==> src/design/dqne_pkg.sv <==
package dqne_pkg;

  localparam int LABEL_DEPTH = 32;
  localparam int BYTE_W      = 8;
  localparam int CNT_W       = $clog2(LABEL_DEPTH + 1);
  localparam int ADDR_W      = (LABEL_DEPTH > 1) ? $clog2(LABEL_DEPTH) : 1;
  localparam int TRAIL_W     = 3;

  localparam logic [BYTE_W-1:0]  DOT_CHAR  = 8'd46;
  localparam logic [BYTE_W-1:0]  CLASS_IN  = 8'd1;
  localparam logic [BYTE_W-1:0]  TYPE_RST  = 8'd1;

  // trailer byte positions: 00 00 type 00 class
  localparam logic [TRAIL_W-1:0] TR_TYPE   = 3'd2;
  localparam logic [TRAIL_W-1:0] TR_CLASS  = 3'd4;

  typedef struct packed {
    logic store;
    logic emit_len;
    logic emit_data;
    logic emit_empty;
    logic emit_trail;
    logic clear;
  } dqne_cmd_t;

  typedef struct packed {
    logic in_is_dot;
    logic in_last;
    logic out_free;
    logic cnt_zero;
    logic data_last;
    logic trail_last;
  } dqne_status_t;

endpackage

==> src/design/dqne_if.sv <==
interface dqne_in_if;
  import dqne_pkg::*;
  logic              valid;
  logic              ready;
  logic [BYTE_W-1:0] char_in;
  logic              name_end;

  modport source (output valid, output char_in, output name_end, input ready);
  modport sink   (input valid, input char_in, input name_end, output ready);
endinterface

interface dqne_out_if;
  import dqne_pkg::*;
  logic              valid;
  logic              ready;
  logic [BYTE_W-1:0] out_byte;
  logic              record_last;
  logic              label_overflow;

  modport source (output valid, output out_byte, output record_last,
                  output label_overflow, input ready);
  modport sink   (input valid, input out_byte, input record_last,
                  input label_overflow, output ready);
endinterface

==> src/design/dqne_ram.sv <==
module dqne_ram #(
  parameter int WIDTH = 8,
  parameter int DEPTH = 32
) (
  input  logic                                       clk,
  input  logic                                       we,
  input  logic [((DEPTH > 1) ? $clog2(DEPTH) : 1)-1:0] waddr,
  input  logic [WIDTH-1:0]                           wdata,
  input  logic                                       re,
  input  logic [((DEPTH > 1) ? $clog2(DEPTH) : 1)-1:0] raddr,
  output logic [WIDTH-1:0]                           rdata
);
  logic [WIDTH-1:0] mem_r [DEPTH];
  logic [WIDTH-1:0] rdata_r;

  always_ff @(posedge clk) begin
    if (we) begin
      mem_r[waddr] <= wdata;
    end
    if (re) begin
      rdata_r <= mem_r[raddr];
    end
  end

  assign rdata = rdata_r;
endmodule

==> src/design/dqne_ctrl.sv <==
module dqne_ctrl (
  input  logic                  clk,
  input  logic                  rst_n,
  input  logic                  in_valid,
  output logic                  in_ready,
  input  dqne_pkg::dqne_status_t sts,
  output dqne_pkg::dqne_cmd_t    cmd
);
  import dqne_pkg::*;

  typedef enum logic [4:0] {
    S_IDLE  = 5'b00001,
    S_LEN   = 5'b00010,
    S_DATA  = 5'b00100,
    S_EMPTY = 5'b01000,
    S_TRAIL = 5'b10000
  } state_t;

  state_t state_r, state_nxt;
  logic   end_r, end_nxt;
  logic   dot_r, dot_nxt;
  state_t after_label;

  assign in_ready    = (state_r == S_IDLE);
  assign after_label = end_r ? (dot_r ? S_EMPTY : S_TRAIL) : S_IDLE;

  always_comb begin
    state_nxt = state_r;
    end_nxt   = end_r;
    dot_nxt   = dot_r;
    cmd       = '0;
    unique case (state_r)
      S_IDLE: begin
        if (in_valid) begin
          cmd.store = !sts.in_is_dot;
          end_nxt   = sts.in_last;
          dot_nxt   = sts.in_is_dot;
          if (sts.in_is_dot || sts.in_last) begin
            state_nxt = S_LEN;
          end
        end
      end
      S_LEN: begin
        if (sts.out_free) begin
          cmd.emit_len = 1'b1;
          if (sts.cnt_zero) begin
            cmd.clear = 1'b1;
            state_nxt = after_label;
          end else begin
            state_nxt = S_DATA;
          end
        end
      end
      S_DATA: begin
        if (sts.out_free) begin
          cmd.emit_data = 1'b1;
          if (sts.data_last) begin
            cmd.clear = 1'b1;
            state_nxt = after_label;
          end
        end
      end
      S_EMPTY: begin
        if (sts.out_free) begin
          cmd.emit_empty = 1'b1;
          state_nxt      = S_TRAIL;
        end
      end
      S_TRAIL: begin
        if (sts.out_free) begin
          cmd.emit_trail = 1'b1;
          if (sts.trail_last) begin
            state_nxt = S_IDLE;
          end
        end
      end
      default: begin
        state_nxt = S_IDLE;
      end
    endcase
  end

  always_ff @(posedge clk) begin
    if (!rst_n) begin
      state_r <= S_IDLE;
      end_r   <= 1'b0;
      dot_r   <= 1'b0;
    end else begin
      state_r <= state_nxt;
      end_r   <= end_nxt;
      dot_r   <= dot_nxt;
    end
  end
endmodule

==> src/design/dqne_dp.sv <==
module dqne_dp (
  input  logic                              clk,
  input  logic                              rst_n,
  input  logic                              cfg_we,
  input  logic [dqne_pkg::BYTE_W-1:0]       cfg_wdata,
  input  logic [dqne_pkg::BYTE_W-1:0]       in_char,
  input  logic                              in_end,
  input  logic                              out_ready,
  output logic                              out_valid,
  output logic [dqne_pkg::BYTE_W-1:0]       out_byte,
  output logic                              out_last,
  output logic                              out_ovf,
  input  dqne_pkg::dqne_cmd_t               cmd,
  output dqne_pkg::dqne_status_t            sts
);
  import dqne_pkg::*;

  logic [BYTE_W-1:0]  rtype_r;
  logic [CNT_W-1:0]   cnt_r, cnt_nxt;
  logic               ovf_r, ovf_nxt;
  logic [ADDR_W-1:0]  idx_r, idx_nxt;
  logic [TRAIL_W-1:0] trail_r, trail_nxt;
  logic               ovalid_r, ovalid_nxt;
  logic [BYTE_W-1:0]  obyte_r, obyte_nxt;
  logic               olast_r, olast_nxt;
  logic               oovf_r, oovf_nxt;

  logic               store_ok;
  logic               ram_we;
  logic               ram_re;
  logic [ADDR_W-1:0]  ram_raddr;
  logic [BYTE_W-1:0]  ram_rdata;
  logic [ADDR_W-1:0]  idx_inc;

  assign store_ok = (cnt_r < CNT_W'(LABEL_DEPTH));
  assign ram_we   = cmd.store && store_ok;
  assign idx_inc  = ADDR_W'(CNT_W'(idx_r) + CNT_W'(1));

  assign sts.in_is_dot  = (in_char == DOT_CHAR);
  assign sts.in_last    = in_end;
  assign sts.out_free   = !ovalid_r || out_ready;
  assign sts.cnt_zero   = (cnt_r == '0);
  assign sts.data_last  = ((CNT_W'(idx_r) + CNT_W'(1)) == cnt_r);
  assign sts.trail_last = (trail_r == TR_CLASS);

  assign ram_re    = cmd.emit_len || (cmd.emit_data && !sts.data_last);
  assign ram_raddr = cmd.emit_len ? '0 : idx_inc;

  dqne_ram #(
    .WIDTH (BYTE_W),
    .DEPTH (LABEL_DEPTH)
  ) u_store (
    .clk   (clk),
    .we    (ram_we),
    .waddr (cnt_r[ADDR_W-1:0]),
    .wdata (in_char),
    .re    (ram_re),
    .raddr (ram_raddr),
    .rdata (ram_rdata)
  );

  always_comb begin
    cnt_nxt    = cnt_r;
    ovf_nxt    = ovf_r;
    idx_nxt    = idx_r;
    trail_nxt  = trail_r;
    ovalid_nxt = ovalid_r;
    obyte_nxt  = obyte_r;
    olast_nxt  = olast_r;
    oovf_nxt   = oovf_r;

    if (ram_we) begin
      cnt_nxt = cnt_r + CNT_W'(1);
    end
    if (cmd.store && !store_ok) begin
      ovf_nxt = 1'b1;
    end
    if (cmd.clear) begin
      cnt_nxt = '0;
      ovf_nxt = 1'b0;
    end

    if (out_ready) begin
      ovalid_nxt = 1'b0;
    end

    if (cmd.emit_len) begin
      idx_nxt    = '0;
      ovalid_nxt = 1'b1;
      obyte_nxt  = BYTE_W'(cnt_r);
      olast_nxt  = 1'b0;
      oovf_nxt   = ovf_r;
    end
    if (cmd.emit_data) begin
      idx_nxt    = idx_inc;
      ovalid_nxt = 1'b1;
      obyte_nxt  = ram_rdata;
      olast_nxt  = 1'b0;
      oovf_nxt   = ovf_r;
    end
    if (cmd.emit_empty) begin
      ovalid_nxt = 1'b1;
      obyte_nxt  = '0;
      olast_nxt  = 1'b0;
      oovf_nxt   = 1'b0;
    end
    if (cmd.emit_trail) begin
      trail_nxt  = sts.trail_last ? '0 : trail_r + TRAIL_W'(1);
      ovalid_nxt = 1'b1;
      olast_nxt  = sts.trail_last;
      oovf_nxt   = 1'b0;
      case (trail_r)
        TR_TYPE:  obyte_nxt = rtype_r;
        TR_CLASS: obyte_nxt = CLASS_IN;
        default:  obyte_nxt = '0;
      endcase
    end
  end

  always_ff @(posedge clk) begin
    if (!rst_n) begin
      rtype_r  <= TYPE_RST;
      cnt_r    <= '0;
      ovf_r    <= 1'b0;
      idx_r    <= '0;
      trail_r  <= '0;
      ovalid_r <= 1'b0;
    end else begin
      if (cfg_we) begin
        rtype_r <= cfg_wdata;
      end
      cnt_r    <= cnt_nxt;
      ovf_r    <= ovf_nxt;
      idx_r    <= idx_nxt;
      trail_r  <= trail_nxt;
      ovalid_r <= ovalid_nxt;
    end
  end

  always_ff @(posedge clk) begin
    obyte_r <= obyte_nxt;
    olast_r <= olast_nxt;
    oovf_r  <= oovf_nxt;
  end

  assign out_valid = ovalid_r;
  assign out_byte  = obyte_r;
  assign out_last  = olast_r;
  assign out_ovf   = oovf_r;
endmodule

==> src/design/dns_question_name_encoder_top.sv <==
// channel  dir  word                                     notes
// in_ch    in   char_in[7:0], name_end                   valid/ready
// out_ch   out  out_byte[7:0], record_last, label_overflow  valid/ready
// cfg      in   cfg_wdata[7:0] on cfg_we                 record type, no read-back
//
// a plain character is stored and taken back to back
// a dot or name end starts emission of the length byte and stored bytes,
// then, on a name end, an optional empty label and five trailer bytes;
// stored bytes come through the single read port of the label store
// input is held off while a label or trailer is being emitted
// out_ch stall freezes emission; reset is synchronous, no clearing pass
module dns_question_name_encoder_top (
  input  logic                        clk,
  input  logic                        rst_n,
  input  logic                        cfg_we,
  input  logic [dqne_pkg::BYTE_W-1:0] cfg_wdata,
  dqne_in_if.sink                     in_ch,
  dqne_out_if.source                  out_ch
);
  import dqne_pkg::*;

  dqne_cmd_t    cmd;
  dqne_status_t sts;

  dqne_ctrl u_ctrl (
    .clk      (clk),
    .rst_n    (rst_n),
    .in_valid (in_ch.valid),
    .in_ready (in_ch.ready),
    .sts      (sts),
    .cmd      (cmd)
  );

  dqne_dp u_dp (
    .clk       (clk),
    .rst_n     (rst_n),
    .cfg_we    (cfg_we),
    .cfg_wdata (cfg_wdata),
    .in_char   (in_ch.char_in),
    .in_end    (in_ch.name_end),
    .out_ready (out_ch.ready),
    .out_valid (out_ch.valid),
    .out_byte  (out_ch.out_byte),
    .out_last  (out_ch.record_last),
    .out_ovf   (out_ch.label_overflow),
    .cmd       (cmd),
    .sts       (sts)
  );
endmodule

==> src/flat_wrapper.sv <==
// flat-port wrapper written by rule: the top's interface ports become plain ports
module dns_question_name_encoder_top_flat import dqne_pkg::*;
  (clk, rst_n, cfg_we, cfg_wdata, in_ch_valid, in_ch_char_in, in_ch_name_end, in_ch_ready, out_ch_valid, out_ch_out_byte, out_ch_record_last, out_ch_label_overflow, out_ch_ready);
  dqne_in_if in_ch_i ();
  dqne_out_if out_ch_i ();
  input  logic clk;
  input  logic rst_n;
  input  logic cfg_we;
  input  logic [dqne_pkg::BYTE_W-1:0] cfg_wdata;
  input wire logic [$bits(in_ch_i.valid)-1:0] in_ch_valid;
  input wire logic [$bits(in_ch_i.char_in)-1:0] in_ch_char_in;
  input wire logic [$bits(in_ch_i.name_end)-1:0] in_ch_name_end;
  output wire logic [$bits(in_ch_i.ready)-1:0] in_ch_ready;
  output wire logic [$bits(out_ch_i.valid)-1:0] out_ch_valid;
  output wire logic [$bits(out_ch_i.out_byte)-1:0] out_ch_out_byte;
  output wire logic [$bits(out_ch_i.record_last)-1:0] out_ch_record_last;
  output wire logic [$bits(out_ch_i.label_overflow)-1:0] out_ch_label_overflow;
  input wire logic [$bits(out_ch_i.ready)-1:0] out_ch_ready;
  assign in_ch_i.valid = in_ch_valid;
  assign in_ch_i.char_in = in_ch_char_in;
  assign in_ch_i.name_end = in_ch_name_end;
  assign in_ch_ready = in_ch_i.ready;
  assign out_ch_valid = out_ch_i.valid;
  assign out_ch_out_byte = out_ch_i.out_byte;
  assign out_ch_record_last = out_ch_i.record_last;
  assign out_ch_label_overflow = out_ch_i.label_overflow;
  assign out_ch_i.ready = out_ch_ready;
  dns_question_name_encoder_top u_core (.clk(clk), .rst_n(rst_n), .cfg_we(cfg_we), .cfg_wdata(cfg_wdata), .in_ch(in_ch_i), .out_ch(out_ch_i));
endmodule
==> config.mk <==
export PLATFORM = sky130hd
export DESIGN_NAME = dns_question_name_encoder_top_flat
export DESIGN_NICKNAME = d
export VERILOG_FILES = /design/src/design/dqne_pkg.sv /design/src/design/dqne_if.sv /design/src/design/dqne_ram.sv /design/src/design/dqne_ctrl.sv /design/src/design/dqne_dp.sv /design/src/design/dns_question_name_encoder_top.sv /design/src/flat_wrapper.sv
export SDC_FILE = /design/constraint.sdc
export NUM_CORES = 1
export LEC_CHECK = 0
export BUFFER_PORTS_ARGS = -buffer_cell sky130_fd_sc_hd__buf_2
export CAP_MARGIN = 10
export CELL_PAD_IN_SITES_DETAIL_PLACEMENT = 1
export CELL_PAD_IN_SITES_GLOBAL_PLACEMENT = 1
export CORE_MARGIN = 8
export CORE_UTILIZATION = 30
export CTS_CLUSTER_DIAMETER = 40
export DETAILED_ROUTE_END_ITERATION = 8
export PLACE_DENSITY = 0.56
export SLEW_MARGIN = 20
export SYNTH_ARGS = -nofsm -noshare
export SYNTH_HDL_FRONTEND = slang
export SYNTH_HIERARCHICAL = 1
export SYNTH_SLANG_ARGS = --single-unit
==> constraint.sdc <==
create_clock -name clk -period 9.7 [get_ports clk]
set_input_delay 1.455 -clock clk [delete_from_list [all_inputs] [get_ports clk]]
set_output_delay 1.455 -clock clk [all_outputs]
set_load 0.005 [all_outputs]
### Word-level counts from Yosys, hierarchy flattened

Memories as Yosys holds them, arrays and structs flattened. A register that Yosys moved wholly into a read port is not among the register bits.
Cells that the tools add are included.

* add/sub/neg operators: 3
* order comparisons: 1
* equality and inequality tests: 17
* mux-type cells: 46
* bitwise gates (word level): 1
* reduce and logical (&&, ||, !) cells: 18

Operator list (number)
* $mux 5: 14
* $mux 8: 4
* $pmux 5 s5: 1
* $mux 1: 24
* $pmux 8 s2: 1
* $ne 2x1->1 const B: 5
* $eq 8x6->1 const B: 1
* $reduce_and 8->1: 1
* $add 5x1->6 const B: 1
* $add 6x1->6 const B: 1
* $eq 6x6->1: 1
* $logic_not 6->1: 1
* $lt 6x6->1 const B: 1
* $ne 2x2->1 const B: 3
* $eq 5x1->1 const B: 1
* $eq 5x2->1 const B: 1
* $eq 5x3->1 const B: 1
* $eq 5x4->1 const B: 1
* $eq 5x5->1 const B: 1
* $reduce_bool 5->1: 1
* $logic_not 1->1: 4
* $reduce_bool 4->1: 1
* $reduce_or 2->1: 2
* $add 3x1->3 const B: 1
* 9 further kinds: 13

* register bits after elaboration: 41
* memory bits (writable): 256
* input bits: 22
* output and inout port bits: 12
* logic and storage cells: 99
* memories: 1

Memory list
* u_core.u_dp.u_store.mem_r: depth 32, bits a word 8, read ports 1, clocked after memory_dff 1, wr ports 1, line dqne_ram.sv:13 `logic [WIDTH-1:0] mem_r [DEPTH];`

### Depth between registers and ports, before layout

* word-level depth: 8
* mapped depth: 10
* gate-level depth less buffers: 8

### By module

The synthesis kept the hierarchy.

By module, submodules not included
* dqne_ram: instances 1, cells an instance 417, area each 10133.5 um^2, seq. area each 7927.6 um^2
* dqne_dp: instances 1, cells an instance 182, area each 1700.4 um^2, seq. area each 770.7 um^2
* dqne_ctrl: instances 1, cells an instance 68, area each 574.3 um^2, seq. area each 140.1 um^2

### Least setup slack after synthesis

No wires, ideal clock.

* path kind: in2reg
* start point: input out_ch_ready
* end point: register u_core.u_dp.u_store.rdata_r[0] (netlist: u_core/u_dp/u_store/rdata[0]), read port of u_core.u_dp.u_store.mem_r, data pin
* setup time: 0.260 ns
* arrival time: 3.799 ns
* required time: 9.440 ns
* path slack: 5.642 ns
* stages on the path: 9
* buffers on the path: 3
* path through: nand2b_1 and3_1 clkbuf_1 nor2_1 clkbuf_1 clkbuf_1 mux4_2 mux4_2 mux2_2

RTL lines
* start: declaration: line flat_wrapper.sv:18 `input wire logic [$bits(out_ch_i.ready)-1:0] out_ch_ready;`
* end: declaration: line dqne_ram.sv:14 `logic [WIDTH-1:0] rdata_r;`

==> results.py <==
metrics = {
    "cts": {
        "cts_buffers": 43,
        "cts.repair.resized": 0,
        "postCtsSetupBuffers": 0,
        "cts.path.max_buffers": 3,
        "cts_tree": "yes",
        "cts_hold_buffers": 0,
        "cts_root_buf": "clkbuf_16",
        "path_clk_slew_ps": 60,
        "clkSinkCount": 305,
        "ctsHtreeMaxLevel": 2,
        "clock_latency_ps": 540,
    },
    "worst_setup_path": {
        "required_ps": 9980,
        "cpMaxStageDelayCell": "buf_4",
        "crit_family": "simple AND/OR/NAND/NOR gates",
        "critPathCapture": "u_core/u_dp/u_store/rdata[1]$_DFFE_PP_",
        "crit_arrival_ps": 5410,
        "worstReg2RegStart": "u_core/u_ctrl/state_r[2]$_SDFFE_PN0P_",
        "path_depth": 8,
        "cpPeakStageDelay_ps": 860,
        "reg2reg_slack_ps": 5160,
        "crit_path_end_kind": "flop",
        "path_buf_inv": 2,
        "r2r_end": "u_core/u_dp/u_store/rdata[1]$_DFFE_PP_",
        "reg2reg_depth": 7,
        "crit_chain": "buf_2 -> nand2b_1 -> and3_1 -> nor2_4 -> buf_4 -> mux4_2 -> mux4_2 -> mux2_2",
        "crit_path_start": "out_ch_ready",
        "start_kind": "input port",
        "cp_common_cell": "mux4_2",
        "cp_max_fo": 44,
        "crit_type": "input port to flop",
    },
    "global_routing": {
        "antenna_found_initial": 5,
        "grtUsageTotal_pct": 12.7,
        "gr-total-overflow": 0,
        "grt_pass1_wl_mm": 45.8,
        "grt_pass1_vias": 6891,
        "grt_max_degree": 45,
    },
    "floorplanning": {
        "start_util_pct": 30.4,
        "fp-row-count": 74,
        "dieArea_um2": 48100,
        "ioPinCount": 34,
        "fp.dieH_um": 219,
        "coreArea_um2": 40800,
        "die_w_um": 219,
    },
    "power": {
        "p_total_mw": 3.16,
        "vdd.ir_drop.worst_mv": 0.130,
        "p_per_area_nw_per_um2": 218,
        "power_leakage_nw": 4.63,
    },
    "synth": {
        "yosys_warnings": 6,
        "syn_nets": 695,
        "synth_largest_area_cell": "edfxtp_1",
        "netlist_area_um2": 12400,
        "synth.avg_cell_area_um2": 18.6,
        "synth_edf_count": 273,
        "netlist.area_leader.share_pct": 66.1,
        "syn_inst": 667,
        "ys_async_sr_fraction_pct": 0,
        "yosys_most_used_dff": "edfxtp_1",
        "ys_ff_latch": 305,
        "ys_seq_area_share_pct": 71.2,
        "synth_area_leaders": "edfxtp_1 66%, mux4_2 15%, dfxtp_1 5.2%",
        "synth_cell_types": 55,
    },
    "final_layout": {
        "fin_area_um2": 14500,
        "area.sequential_um2": 8840,
        "multi_input_area_um2": 3370,
        "final_cells": 1280,
        "final_cell_mix": "273 x edfxtp_1, 80 x mux4_2, 63 x nor2_1",
        "num-fill-cells": 4039,
        "nets": 743,
        "drive_above_1_share_pct": 28.7,
        "num_antenna_cells": 0,
        "mostFrequentLayoutCell": "edfxtp_1",
        "area_delta_synth_final_pct": 17.0,
    },
    "sta": {
        "period_minus_slack_ps": 5130,
        "slew_viol_final": 0,
        "timing.final.hold_violations": 0,
        "hold_slack_ps": 470,
        "tightest_slew_ps": 1120,
        "tns_ps": 0,
        "timing.fmax_mhz": 195,
        "max-slew-margin-rel_pct": 25.3,
        "rsz0062_at_grt": "no",
        "fin_crit_sh_pct": 52.8,
        "finalClockSkew_ps": 19.1,
        "finalSetupViolCount": 0,
    },
    "placement": {
        "io_buffers": 33,
        "place_area_um2": 13100,
        "gp_congestion": 0.747,
        "dp.cells": 1202,
        "place.detailed.hpwl_mm": 19.1,
    },
    "drt": {
        "wl_mm": 30.3,
        "drcViolationCount": 0,
        "vias_per_cell": 5.02,
        "routedWlPerCell_um": 23.7,
        "drt_pass1_iterations": 4,
        "postRouteAntennaNets": 0,
        "vias": 6427,
        "drt_iter0_markers": 474,
    },
    "outcome": {
        "status": "completed",
    },
    "min_path": {
        "hold_path_class": "flop to flop",
    },
    "job": {
        "maxCapViolations": 0,
    },
}
==> tightest hold or removal path: stages (launching register included) <==
cell     delay [ps]
dfxtp_1         320
nand2_1          60
a21oi_1          50
==> cells in the mapped netlist (4+ instances only) <==
cell and count:
nand2b_1 4, buf_2 4, a21oi_1 9, xnor2_1 9
xor2_1 8, clkbuf_1 12, buf_4 8, nand3_1 9
dfxtp_1 32, nor2_1 66, o21ai_0 12, ha_1 6
nand4_1 5, buf_1 6, and3_1 4, mux2_2 10
mux4_2 80, edfxtp_1 273, inv_1 10, mux2i_1 17
nand3b_1 7, nor2b_1 5, nand2_1 20
==> metal layers <==
metal  routed length, um  up-vias  global-route usage (%)  part of all wire [%]
li1                    -     2786                       -                     -
met1               13600     3425                    17.9                    45
met2               13600      163                    19.0                    45
met3                2470       47                    3.51                   8.2
met4                 597        6                    3.47                   2.0
met5                  38        -                       0                  0.13
==> stage by stage <==
step           setup WS, ps  util [%]
4_1_cts                4430      35.5
3_5_place_dp           3860      32.1
5_1_grt                4260      35.5
6_report               4570      35.5
2_1_floorplan          5640         -
3_3_place_gp           3930      32.1
==> cells by family after synthesis <==
logic type	count (synthesis)	share of synthesized area (%)
xor gates and xnor gates	17	1.20
and+or+nand+nor	150	6.27
buffers and inverters	44	1.80
AOI/OAI and AO/OA	38	2.09
DFF	305	71.2
adders and majority gates	6	0.605
muxes	107	16.8
==> sequential cells by signal, indices dropped and copies added, names as in the netlist, 3 cells and up <==
register	cells
u_core/u_dp/out_byte	8
u_core/u_dp/u_store/rdata	8
u_core/u_ctrl/state_r	5
u_core/u_dp/u_store/mem_r	256
u_core/u_dp/idx_r	5
u_core/u_dp/cnt_r	6
u_core/u_dp/rtype_r	8
u_core/u_dp/trail_r	3
==> how the worst min path moves through the flow <==
stage | slack, ps | depth (start not counted) | startpoint | end
after global routing | 490 | 2 | u_core/u_dp/out_ovf$_SDFFE_PP0P_ | u_core/u_dp/out_ovf$_SDFFE_PP0P_
after CTS | 470 | 2 | u_core/u_dp/out_ovf$_SDFFE_PP0P_ | u_core/u_dp/out_ovf$_SDFFE_PP0P_
final | 470 | 2 | u_core/u_dp/out_ovf$_SDFFE_PP0P_ | u_core/u_dp/out_ovf$_SDFFE_PP0P_
after floorplan | 430 | 2 | u_core/u_dp/ovf_r$_SDFFE_PP0P_ | u_core/u_dp/out_ovf$_SDFFE_PP0P_
after detailed placement | 460 | 2 | u_core/u_dp/out_ovf$_SDFFE_PP0P_ | u_core/u_dp/out_ovf$_SDFFE_PP0P_
after global placement | 450 | 2 | u_core/u_dp/out_ovf$_SDFFE_PP0P_ | u_core/u_dp/out_ovf$_SDFFE_PP0P_
==> layout make-up <==
cell class	instances	share of cell area, %
Clock inverter	28	1.80
Sequential cell	305	60.9
Clock buffer	50	7.89
Multi-Input combinational cell	318	23.2
Timing Repair Buffer	37	1.34
Tap cell	532	4.59
Inverter	10	0.259
==> power breakdown <==
group | leakage (nW) | switching (mW) | internal (mW)
Combinational | 1.25 | 0.101 | 0.0620
Clock | 0.671 | 0.602 | 0.914
Sequential | 2.71 | 0.0195 | 1.46
Total | 4.63 | 0.723 | 2.43
Power figures use the tool's default switching activity.
